File: src/hdl/pcsr_pkg.sv
`timescale 1ns / 1ps
// Shared types and constants for the particle circle span rasterizer.
// Used by pcsr_mac and particle_circle_span_raster_unit; depends on nothing.

package pcsr_pkg;

    // Largest pixel radius; the radius register width follows from it
    localparam int MAX_RADIUS = 31;
    localparam int R_W        = $clog2(MAX_RADIUS + 1);
    localparam int DY_W       = R_W + 1;
    localparam int BIT_W      = (R_W > 1) ? $clog2(R_W) : 1;

    // Configuration register indexes
    localparam logic [1:0] CFG_PPM    = 2'd0;
    localparam logic [1:0] CFG_WIDTH  = 2'd1;
    localparam logic [1:0] CFG_HEIGHT = 2'd2;

    // Reset values of the configuration registers
    localparam logic [15:0] PPM_RESET    = 16'd100;
    localparam logic [12:0] WIDTH_RESET  = 13'd800;
    localparam logic [12:0] HEIGHT_RESET = 13'd600;

    // Sequencer states
    typedef enum logic [2:0] {
        ST_IDLE,
        ST_AXIS,
        ST_RADIUS,
        ST_RSAT,
        ST_ROOT,
        ST_EMIT
    } state_t;

    // Accumulator operations of the shared multiply-accumulate unit
    typedef enum logic [2:0] {
        ACC_HOLD,
        ACC_LOAD,
        ACC_ADD_PROD,
        ACC_ADD_PROD_HI,
        ACC_ADD_ROUND
    } acc_op_t;

    // Control word from the sequencer to the multiply-accumulate unit
    typedef struct packed {
        logic               mul_en;
        logic signed [32:0] mul_a;
        logic signed [17:0] mul_b;
        acc_op_t            acc_op;
        logic signed [63:0] load_val;
    } mac_ctrl_t;

endpackage

File: src/hdl/particle_circle_span_raster_unit.sv
`timescale 1ns / 1ps
// Top level of the particle circle span rasterizer: sequencer, operand
// registers, row square root and output register. Uses pcsr_pkg, pcsr_mac.
//
//  channel  | direction | handshake              | payload
//  ---------+-----------+------------------------+------------------------------
//  s_axis   | in        | s_axis_tvalid/tready   | tdata: one particle
//  m_axis   | out       | m_axis_tvalid/tready   | tdata: one span, tlast: last row
//  cfg      | in        | cfg_valid/cfg_ready    | cfg_index, cfg_data
//
// A particle of pixel radius r yields 2r + 1 spans, one per row. The two
// screen coordinates and the pixel radius go through the one shared
// multiply-accumulate unit (eight steps per coordinate, two for the radius);
// each row then goes through a bit-serial square root and a load of the
// output register. s_axis_tready is high only in idle; a span waiting in
// the output register does not block the next particle. A stall on m_axis
// holds the sequencer in its emit step. Reset is asynchronous, active low,
// and restores the configuration defaults.

module particle_circle_span_raster_unit
(
    input  logic          clk,
    input  logic          rst_n,

    input  logic          s_axis_tvalid,
    output logic          s_axis_tready,
    // prev_x[31:0], prev_y[63:32], cur_x[95:64], cur_y[127:96],
    // radius_m[158:128], alpha[175:159], color[207:176]
    input  logic [207:0]  s_axis_tdata,

    output logic          m_axis_tvalid,
    input  logic          m_axis_tready,
    // row_y[15:0], span_left[31:16], span_right[47:32], span_color[79:48]
    output logic [79:0]   m_axis_tdata,
    // last_row
    output logic          m_axis_tlast,

    input  logic          cfg_valid,
    output logic          cfg_ready,
    input  logic [1:0]    cfg_index,
    input  logic [15:0]   cfg_data
);

    localparam int R_W   = pcsr_pkg::R_W;
    localparam int DY_W  = pcsr_pkg::DY_W;
    localparam int BIT_W = pcsr_pkg::BIT_W;

    // Configuration registers
    logic [15:0] ppm_reg, ppm_next;
    logic [12:0] width_reg, width_next;
    logic [12:0] height_reg, height_next;

    // Control registers
    pcsr_pkg::state_t state_reg, state_next;
    logic             axis_reg, axis_next;
    logic [2:0]       phase_reg, phase_next;
    logic             out_valid_reg, out_valid_next;

    // Particle operands
    logic signed [31:0] px_reg, px_next, py_reg, py_next;
    logic signed [31:0] cx_reg, cx_next, cy_reg, cy_next;
    logic [30:0]        rad_reg, rad_next;
    logic [16:0]        alpha_reg, alpha_next;
    logic [31:0]        color_reg, color_next;

    // Working registers
    logic signed [32:0] diff_reg, diff_next;
    logic signed [15:0] ihi_reg, ihi_next;
    logic signed [31:0] sx_reg, sx_next, sy_reg, sy_next;
    logic [R_W-1:0]     r_reg, r_next;
    logic signed [DY_W-1:0] dy_reg, dy_next;
    logic [R_W-1:0]     w_reg, w_next;
    logic [BIT_W-1:0]   bit_reg, bit_next;

    // Output registers
    logic [15:0] row_reg, row_next;
    logic [15:0] left_reg, left_next;
    logic [15:0] right_reg, right_next;
    logic [31:0] ocolor_reg, ocolor_next;
    logic        last_reg, last_next;

    // Shared unit
    pcsr_pkg::mac_ctrl_t mac_ctrl;
    logic signed [50:0]  mac_prod;
    logic signed [63:0]  mac_acc;

    // Helpers
    logic signed [31:0] p_sel, c_sel;
    logic [11:0]        half_sel;
    logic [R_W-1:0]     trial;
    logic [R_W-1:0]     dy_abs;
    logic [2*R_W-1:0]   rsq, trial_sq, dy_sq;
    logic [2*R_W:0]     fit_sum;
    logic               row_last;
    logic               out_load;
    logic [R_W-1:0]     r_sat;
    logic [BIT_W-1:0]   bit_top;

    pcsr_mac u_mac
    (
        .clk  (clk),
        .ctrl (mac_ctrl),
        .prod (mac_prod),
        .acc  (mac_acc)
    );

    function automatic logic [15:0] sat16(input logic signed [32:0] v);
        logic [15:0] res;
        if (v > 33'sd32767)
        begin
            res = 16'h7FFF;
        end
        else if (v < -33'sd32768)
        begin
            res = 16'h8000;
        end
        else
        begin
            res = v[15:0];
        end
        return res;
    endfunction

    // Select the axis under work
    assign p_sel    = axis_reg ? py_reg : px_reg;
    assign c_sel    = axis_reg ? cy_reg : cx_reg;
    assign half_sel = axis_reg ? height_reg[12:1] : width_reg[12:1];

    // Row square root step: keep the trial bit if trial^2 + dy^2 <= r^2
    assign bit_top  = BIT_W'(R_W - 1);
    assign trial    = w_reg | (R_W'(1) << bit_reg);
    assign dy_abs   = dy_reg[DY_W-1] ? R_W'(-dy_reg) : dy_reg[R_W-1:0];
    assign rsq      = r_reg * r_reg;
    assign trial_sq = trial * trial;
    assign dy_sq    = dy_abs * dy_abs;
    assign fit_sum  = {1'b0, trial_sq} + {1'b0, dy_sq};
    assign row_last = (dy_reg == $signed({1'b0, r_reg}));

    // Saturate the pixel radius from the scaled product
    assign r_sat = (mac_prod[46:16] > 31'(pcsr_pkg::MAX_RADIUS))
                   ? R_W'(pcsr_pkg::MAX_RADIUS) : mac_prod[16 +: R_W];

    // Next state
    always_comb
    begin
        state_next = state_reg;
        case (state_reg)
            pcsr_pkg::ST_IDLE:
            begin
                if (s_axis_tvalid)
                begin
                    state_next = pcsr_pkg::ST_AXIS;
                end
            end
            pcsr_pkg::ST_AXIS:
            begin
                if (phase_reg == 3'd7 && axis_reg)
                begin
                    state_next = pcsr_pkg::ST_RADIUS;
                end
            end
            pcsr_pkg::ST_RADIUS:
            begin
                state_next = pcsr_pkg::ST_RSAT;
            end
            pcsr_pkg::ST_RSAT:
            begin
                state_next = pcsr_pkg::ST_ROOT;
            end
            pcsr_pkg::ST_ROOT:
            begin
                if (bit_reg == '0)
                begin
                    state_next = pcsr_pkg::ST_EMIT;
                end
            end
            pcsr_pkg::ST_EMIT:
            begin
                if (out_load)
                begin
                    state_next = row_last ? pcsr_pkg::ST_IDLE : pcsr_pkg::ST_ROOT;
                end
            end
            default:
            begin
                state_next = pcsr_pkg::ST_IDLE;
            end
        endcase
    end

    // Outputs of the sequencer: handshakes and the shared unit's control word
    always_comb
    begin
        s_axis_tready    = (state_reg == pcsr_pkg::ST_IDLE);
        out_load         = (state_reg == pcsr_pkg::ST_EMIT)
                           && (!out_valid_reg || m_axis_tready);
        mac_ctrl.mul_en   = 1'b0;
        mac_ctrl.mul_a    = '0;
        mac_ctrl.mul_b    = '0;
        mac_ctrl.acc_op   = pcsr_pkg::ACC_HOLD;
        mac_ctrl.load_val = '0;
        case (state_reg)
            pcsr_pkg::ST_AXIS:
            begin
                case (phase_reg)
                    // Start from prev scaled to Q.32
                    3'd0:
                    begin
                        mac_ctrl.acc_op   = pcsr_pkg::ACC_LOAD;
                        mac_ctrl.load_val = {{16{p_sel[31]}}, p_sel, 16'b0};
                    end
                    // (cur - prev) * alpha
                    3'd1:
                    begin
                        mac_ctrl.mul_en = 1'b1;
                        mac_ctrl.mul_a  = diff_reg;
                        mac_ctrl.mul_b  = {1'b0, alpha_reg};
                    end
                    3'd2:
                    begin
                        mac_ctrl.acc_op = pcsr_pkg::ACC_ADD_PROD;
                    end
                    // Low word times scale; restart from the centre
                    3'd3:
                    begin
                        mac_ctrl.mul_en   = 1'b1;
                        mac_ctrl.mul_a    = {1'b0, mac_acc[31:0]};
                        mac_ctrl.mul_b    = {2'b0, ppm_reg};
                        mac_ctrl.acc_op   = pcsr_pkg::ACC_LOAD;
                        mac_ctrl.load_val = {20'b0, half_sel, 32'b0};
                    end
                    // High word times scale
                    3'd4:
                    begin
                        mac_ctrl.mul_en = 1'b1;
                        mac_ctrl.mul_a  = {{17{ihi_reg[15]}}, ihi_reg};
                        mac_ctrl.mul_b  = {2'b0, ppm_reg};
                        mac_ctrl.acc_op = pcsr_pkg::ACC_ADD_PROD;
                    end
                    3'd5:
                    begin
                        mac_ctrl.acc_op = pcsr_pkg::ACC_ADD_PROD_HI;
                    end
                    3'd6:
                    begin
                        mac_ctrl.acc_op = pcsr_pkg::ACC_ADD_ROUND;
                    end
                    default:
                    begin
                        mac_ctrl.acc_op = pcsr_pkg::ACC_HOLD;
                    end
                endcase
            end
            pcsr_pkg::ST_RADIUS:
            begin
                mac_ctrl.mul_en = 1'b1;
                mac_ctrl.mul_a  = {2'b0, rad_reg};
                mac_ctrl.mul_b  = {2'b0, ppm_reg};
            end
            default:
            begin
                mac_ctrl.mul_en = 1'b0;
            end
        endcase
    end

    // Configuration writes; unknown indexes drop
    always_comb
    begin
        ppm_next    = ppm_reg;
        width_next  = width_reg;
        height_next = height_reg;
        if (cfg_valid)
        begin
            case (cfg_index)
                pcsr_pkg::CFG_PPM:    ppm_next    = cfg_data;
                pcsr_pkg::CFG_WIDTH:  width_next  = cfg_data[12:0];
                pcsr_pkg::CFG_HEIGHT: height_next = cfg_data[12:0];
                default:              ppm_next    = ppm_reg;
            endcase
        end
    end

    // Datapath registers
    always_comb
    begin
        axis_next  = axis_reg;
        phase_next = phase_reg;
        px_next    = px_reg;
        py_next    = py_reg;
        cx_next    = cx_reg;
        cy_next    = cy_reg;
        rad_next   = rad_reg;
        alpha_next = alpha_reg;
        color_next = color_reg;
        diff_next  = diff_reg;
        ihi_next   = ihi_reg;
        sx_next    = sx_reg;
        sy_next    = sy_reg;
        r_next     = r_reg;
        dy_next    = dy_reg;
        w_next     = w_reg;
        bit_next   = bit_reg;
        case (state_reg)
            // Capture the particle, saturating alpha at one
            pcsr_pkg::ST_IDLE:
            begin
                if (s_axis_tvalid)
                begin
                    px_next    = s_axis_tdata[31:0];
                    py_next    = s_axis_tdata[63:32];
                    cx_next    = s_axis_tdata[95:64];
                    cy_next    = s_axis_tdata[127:96];
                    rad_next   = s_axis_tdata[158:128];
                    alpha_next = s_axis_tdata[175] ? 17'h10000 : s_axis_tdata[175:159];
                    color_next = s_axis_tdata[207:176];
                    axis_next  = 1'b0;
                    phase_next = 3'd0;
                end
            end
            pcsr_pkg::ST_AXIS:
            begin
                phase_next = phase_reg + 3'd1;
                if (phase_reg == 3'd0)
                begin
                    diff_next = {c_sel[31], c_sel} - {p_sel[31], p_sel};
                end
                if (phase_reg == 3'd3)
                begin
                    ihi_next = mac_acc[47:32];
                end
                // Take the rounded coordinate and move to the next axis
                if (phase_reg == 3'd7)
                begin
                    if (axis_reg)
                    begin
                        sy_next = mac_acc[63:32];
                    end
                    else
                    begin
                        sx_next = mac_acc[63:32];
                    end
                    axis_next = 1'b1;
                end
            end
            // Start at the top row
            pcsr_pkg::ST_RSAT:
            begin
                r_next   = r_sat;
                dy_next  = -$signed({1'b0, r_sat});
                w_next   = '0;
                bit_next = bit_top;
            end
            pcsr_pkg::ST_ROOT:
            begin
                if (fit_sum <= {1'b0, rsq})
                begin
                    w_next = trial;
                end
                if (bit_reg != '0)
                begin
                    bit_next = bit_reg - BIT_W'(1);
                end
            end
            // Advance to the next row once the span is loaded
            pcsr_pkg::ST_EMIT:
            begin
                if (out_load && !row_last)
                begin
                    dy_next  = dy_reg + DY_W'(1);
                    w_next   = '0;
                    bit_next = bit_top;
                end
            end
            default:
            begin
                w_next = w_reg;
            end
        endcase
    end

    // Output register: load a span, drop it once taken
    always_comb
    begin
        row_next       = row_reg;
        left_next      = left_reg;
        right_next     = right_reg;
        ocolor_next    = ocolor_reg;
        last_next      = last_reg;
        out_valid_next = out_valid_reg;
        if (out_load)
        begin
            row_next       = sat16({sy_reg[31], sy_reg} + {{(33-DY_W){dy_reg[DY_W-1]}}, dy_reg});
            left_next      = sat16({sx_reg[31], sx_reg} - {{(33-R_W){1'b0}}, w_reg});
            right_next     = sat16({sx_reg[31], sx_reg} + {{(33-R_W){1'b0}}, w_reg});
            ocolor_next    = color_reg;
            last_next      = row_last;
            out_valid_next = 1'b1;
        end
        else if (m_axis_tready)
        begin
            out_valid_next = 1'b0;
        end
    end

    // Control and configuration state
    always_ff @(posedge clk or negedge rst_n)
    begin
        if (!rst_n)
        begin
            state_reg     <= pcsr_pkg::ST_IDLE;
            out_valid_reg <= 1'b0;
            ppm_reg       <= pcsr_pkg::PPM_RESET;
            width_reg     <= pcsr_pkg::WIDTH_RESET;
            height_reg    <= pcsr_pkg::HEIGHT_RESET;
            axis_reg      <= 1'b0;
            phase_reg     <= 3'd0;
            bit_reg       <= '0;
        end
        else
        begin
            state_reg     <= state_next;
            out_valid_reg <= out_valid_next;
            ppm_reg       <= ppm_next;
            width_reg     <= width_next;
            height_reg    <= height_next;
            axis_reg      <= axis_next;
            phase_reg     <= phase_next;
            bit_reg       <= bit_next;
        end
    end

    // Payload registers
    always_ff @(posedge clk)
    begin
        px_reg     <= px_next;
        py_reg     <= py_next;
        cx_reg     <= cx_next;
        cy_reg     <= cy_next;
        rad_reg    <= rad_next;
        alpha_reg  <= alpha_next;
        color_reg  <= color_next;
        diff_reg   <= diff_next;
        ihi_reg    <= ihi_next;
        sx_reg     <= sx_next;
        sy_reg     <= sy_next;
        r_reg      <= r_next;
        dy_reg     <= dy_next;
        w_reg      <= w_next;
        row_reg    <= row_next;
        left_reg   <= left_next;
        right_reg  <= right_next;
        ocolor_reg <= ocolor_next;
        last_reg   <= last_next;
    end

    assign cfg_ready     = 1'b1;
    assign m_axis_tvalid = out_valid_reg;
    assign m_axis_tdata  = {ocolor_reg, right_reg, left_reg, row_reg};
    assign m_axis_tlast  = last_reg;

endmodule

File: src/hdl/pcsr_mac.sv
`timescale 1ns / 1ps
// Shared multiply-accumulate unit: one 33x18 signed multiplier with a
// registered product and one 64-bit accumulator adder. Uses pcsr_pkg.

module pcsr_mac
(
    input  logic                    clk,
    input  pcsr_pkg::mac_ctrl_t     ctrl,
    output logic signed [50:0]      prod,
    output logic signed [63:0]      acc
);

    logic signed [50:0] prod_reg;
    logic signed [50:0] prod_next;
    logic signed [63:0] acc_reg;
    logic signed [63:0] acc_next;
    logic signed [63:0] addend;

    // Multiply when asked, otherwise hold the product
    always_comb
    begin
        prod_next = prod_reg;
        if (ctrl.mul_en)
        begin
            prod_next = ctrl.mul_a * ctrl.mul_b;
        end
    end

    // Select the addend for the shared adder
    always_comb
    begin
        case (ctrl.acc_op)
            pcsr_pkg::ACC_ADD_PROD:    addend = {{13{prod_reg[50]}}, prod_reg};
            pcsr_pkg::ACC_ADD_PROD_HI: addend = {prod_reg[31:0], 32'b0};
            // Half away from zero: negative values take one less
            pcsr_pkg::ACC_ADD_ROUND:   addend = acc_reg[63] ? 64'sh7FFF_FFFF
                                                            : 64'sh8000_0000;
            default:                   addend = '0;
        endcase
    end

    // Load, add or hold the accumulator
    always_comb
    begin
        case (ctrl.acc_op)
            pcsr_pkg::ACC_LOAD:        acc_next = ctrl.load_val;
            pcsr_pkg::ACC_ADD_PROD,
            pcsr_pkg::ACC_ADD_PROD_HI,
            pcsr_pkg::ACC_ADD_ROUND:   acc_next = acc_reg + addend;
            default:                   acc_next = acc_reg;
        endcase
    end

    always_ff @(posedge clk)
    begin
        prod_reg <= prod_next;
        acc_reg  <= acc_next;
    end

    assign prod = prod_reg;
    assign acc  = acc_reg;

endmodule
File: config.mk
export PLATFORM = sky130hd
export DESIGN_NAME = particle_circle_span_raster_unit
export DESIGN_NICKNAME = d
export VERILOG_FILES = /design/src/hdl/pcsr_pkg.sv /design/src/hdl/particle_circle_span_raster_unit.sv /design/src/hdl/pcsr_mac.sv
export SDC_FILE = /design/constraint.sdc
export NUM_CORES = 2
export LEC_CHECK = 0
export BUFFER_PORTS_ARGS = -buffer_cell sky130_fd_sc_hd__buf_2
export CORE_MARGIN = 2
export CORE_UTILIZATION = 40
export DETAILED_ROUTE_END_ITERATION = 16
export PLACE_DENSITY = 0.64
export SYNTH_ARGS = -nofsm -noshare
export SYNTH_HDL_FRONTEND = slang
export SYNTH_SLANG_ARGS = --single-unit
File: constraint.sdc
create_clock -name clk -period 14.8 [get_ports clk]
set_input_delay 1.48 -clock clk [delete_from_list [all_inputs] [get_ports clk]]
set_output_delay 1.48 -clock clk [all_outputs]
set_load 0.1 [all_outputs]
==> flow_summary.yaml <==
detailed_routing:
  viasPerCell: 5.44
  wl_per_cell_um: 21.4
  wirelength_mm: 152
  via_count: 38700
  ant_nets: 0
  drcViolationCount: 0
  first_pass_iters: 6
  first_iter_violations: 3911
global_routing:
  grt_overflow_total: 0
  first_global_vias: 38600
  grt_pass1_wl_mm: 234
  grt_start_max_net_pins: 77
  grtUsageTotal_pct: 23.0
  grt_antenna_before_repair: 4
clock_tree:
  cts_buffer_depth: 3
  clk_pin_slew_ns: 0.07
  cts_tree: "built"
  post_cts_resize_count: 0
  numClockSinks: 584
  htreeDepth: 2
  hold_buffers: 0
  root_buffer: "clkbuf_16"
  clock_latency_ns: 0.65
  cts_made_buffers: 59
  post_cts_buffers: 0
yosys:
  synth-seq-cells: 584
  synth_compound_area_share_pct: 12.4
  syn_area_sq_um: 52000
  syn-num-nets: 6207
  synth_simple_gate_area_share_pct: 11.8
  ys_seq_area_share_pct: 33.2
  synth_edf_count: 533
  synth_cells: 5094
  synth_top_area_share_pct: 30.8
  muxShareOfSynthArea_pct: 2.61
  post-synth-top-area-cell: "edfxtp_1"
  synthAdderAreaFrac_pct: 29.4
  yosysUniqueCellTypes: 95
  avgSynthCellArea_sq_um: 10.2
  ys.warnings.count: 0
  synthArstFlopShare_pct: 8.73
  yosys.area_share.xor_xnor_pct: 3.67
  synth_top_family_by_area: "adder cells"
  synthFlopType: "edfxtp_1"
  synth.top_cells.by_area: "edfxtp_1 31%, fa_1 22%, ha_1 7.6%, inv_1 5.3%, nand2_1 3.8%"
worst_setup_path:
  r2r_slack_ns: 4.92
  r2r_start: "phase_reg[0]"
  r2r-end: "u_mac.prod[48]"
  max_stage_delay_ns: 1.20
  worstSetupStartpointType: "register"
  end_kind: "register"
  arrival_ns: 10.31
  cp_top_family: "adder cells"
  critPathKind: "reg -> reg"
  path_max_fanout: 29
  crit_required_ns: 15.23
  reg2reg_depth: 27
  slowest_stage: "fa_1"
  critPathLaunch: "phase_reg[0]"
  crit_top_cell: "inv_1"
  path_buf_inv: 7
finish:
  area_growth_pct: 10.6
  largest_reg_flops: 64
  final_common_cell: "inv_1"
  utilization_pct: 44.5
  layout-drive-gt1-share_pct: 12.0
  nets: 6426
  final_cell_mix: "729 x inv_1, 565 x fa_1, 533 x edfxtp_1"
sta:
  setup_violations: 0
  max_freq_mhz: 101
  slew_viol_final: 0
  finalHoldViolCount: 0
  rsz0062_at_grt: "false"
  post-route-period-util_pct: 66.7
  max-slew-margin-rel_pct: 14.8
  setup-tns-final_ns: 0
  worst_pin_slew_ns: 1.26
  skew_ns: 0.0289
  fin_crit_ns: 9.88
floorplanning:
  core_sq_um: 129000
  die_y_um: 365
  num_rows: 132
  start_util_pct: 40.2
  die_x_um: 365
  die_area_sq_um: 133000
  boundaryPins: 315
hold_path:
  hold_path_end: "ocolor_reg[28]"
  min-delay-start: "color_reg[28]"
  holdPathStages: 0
  worst_hold_path_type: "reg -> reg"
pwr:
  p_leak_nw: 25.2
  irDropWorstVdd_v: 0.000309
  p_per_area_nw_per_um2: 139
  p_total_mw: 7.98
placed_design:
  hpwl_mm: 121
  routabilityCongestion: 0.948
  io_buffers: 313
flow_run:
  maxCapViolCount: 0
run_status:
  outcome: "complete, no violations"
worst reg2reg max path: cells and delay by family (launching register included):
family | cells | cell delay (ns)
buffers and inverters | 7 | 1.18
adder cells (fa/ha/maj) | 7 | 3.82
AO/OA/AOI/OAI | 7 | 1.93
AND/OR/NAND/NOR | 6 | 2.30
flip-flops | 1 | 0.44
final cells by class:
class                      count  area, sq um
antenna                        2         5.00
clock buffer                  74         1660
clock inverter                38          408
fill                       12300        71800
inverter                     730         2750
multi-input combinational   3560        31200
sequential                   584        17300
tap                         1742         2180
timing repair buffer         378         2050
logic make-up (layout without fill, tap and decap cells):
logic type,count (synthesis),count (layout)
multiplexers,126,126
buffers and inverters,950,1220
AND/OR/NAND/NOR,1370,1370
flip-flops,584,584
adder cells (fa/ha/maj),882,882
XOR/XNOR,218,218
AO/OA/AOI/OAI,963,963
other,1,3
power breakdown:
group | internal (mW) | switching (mW)
logic | 1.59 | 2.50
clock network | 0.908 | 0.679
registers | 2.13 | 0.171
routing by layer:
layer / wire [um] / global-route usage [%] / vias up
li1: - / - / 17600
met1: 65300 / 32.2 / 19100
met2: 68500 / 36.2 / 1692
met3: 13100 / 4.12 / 266
met4: 5320 / 7.20 / 2
met5: 7 / 0 / -
cells in the mapped netlist, types with 34 or more instances:
cell type	number
nor2b_1	44
o21ai_0	181
a21o_1	140
nor3_1	52
xnor2_1	140
nand4_1	34
a21oi_1	240
nand3_1	62
fa_1	565
clkbuf_1	174
mux2_2	77
a22oi_1	63
nand2b_1	41
and3_1	36
ha_1	317
a22o_1	43
dfrtp_1	41
edfxtp_1	533
mux2i_1	49
nor2_1	437
xor2_1	78
inv_1	730
nand2_1	527
per-stage QoR:
stage | instances | setup WS [ns] | hold slack [ns] | instance area [sq um]
global placement | 6994 | 5.14 | 0.401 | 55500
global route | 7108 | 4.20 | 0.424 | 57500
CTS | 7106 | 4.94 | 0.418 | 57500
finish | 7108 | 4.92 | 0.414 | 57500
floorplan | 5094 | 6.56 | 0.400 | 52000
detailed placement | 6994 | 4.97 | 0.405 | 55500
how the worst max path moves through the flow:
stage	to	slack (ns)	cells past startpoint
final	u_mac.prod[48]	4.92	27
after global placement	u_mac.prod[48]	5.14	27
after detailed placement	u_mac.prod[48]	4.97	27
after global routing	u_mac.prod[48]	4.20	27
after floorplan	u_mac.prod[50]	6.56	30
after CTS	u_mac.prod[48]	4.94	27
Power figures use the tool's default switching activity.
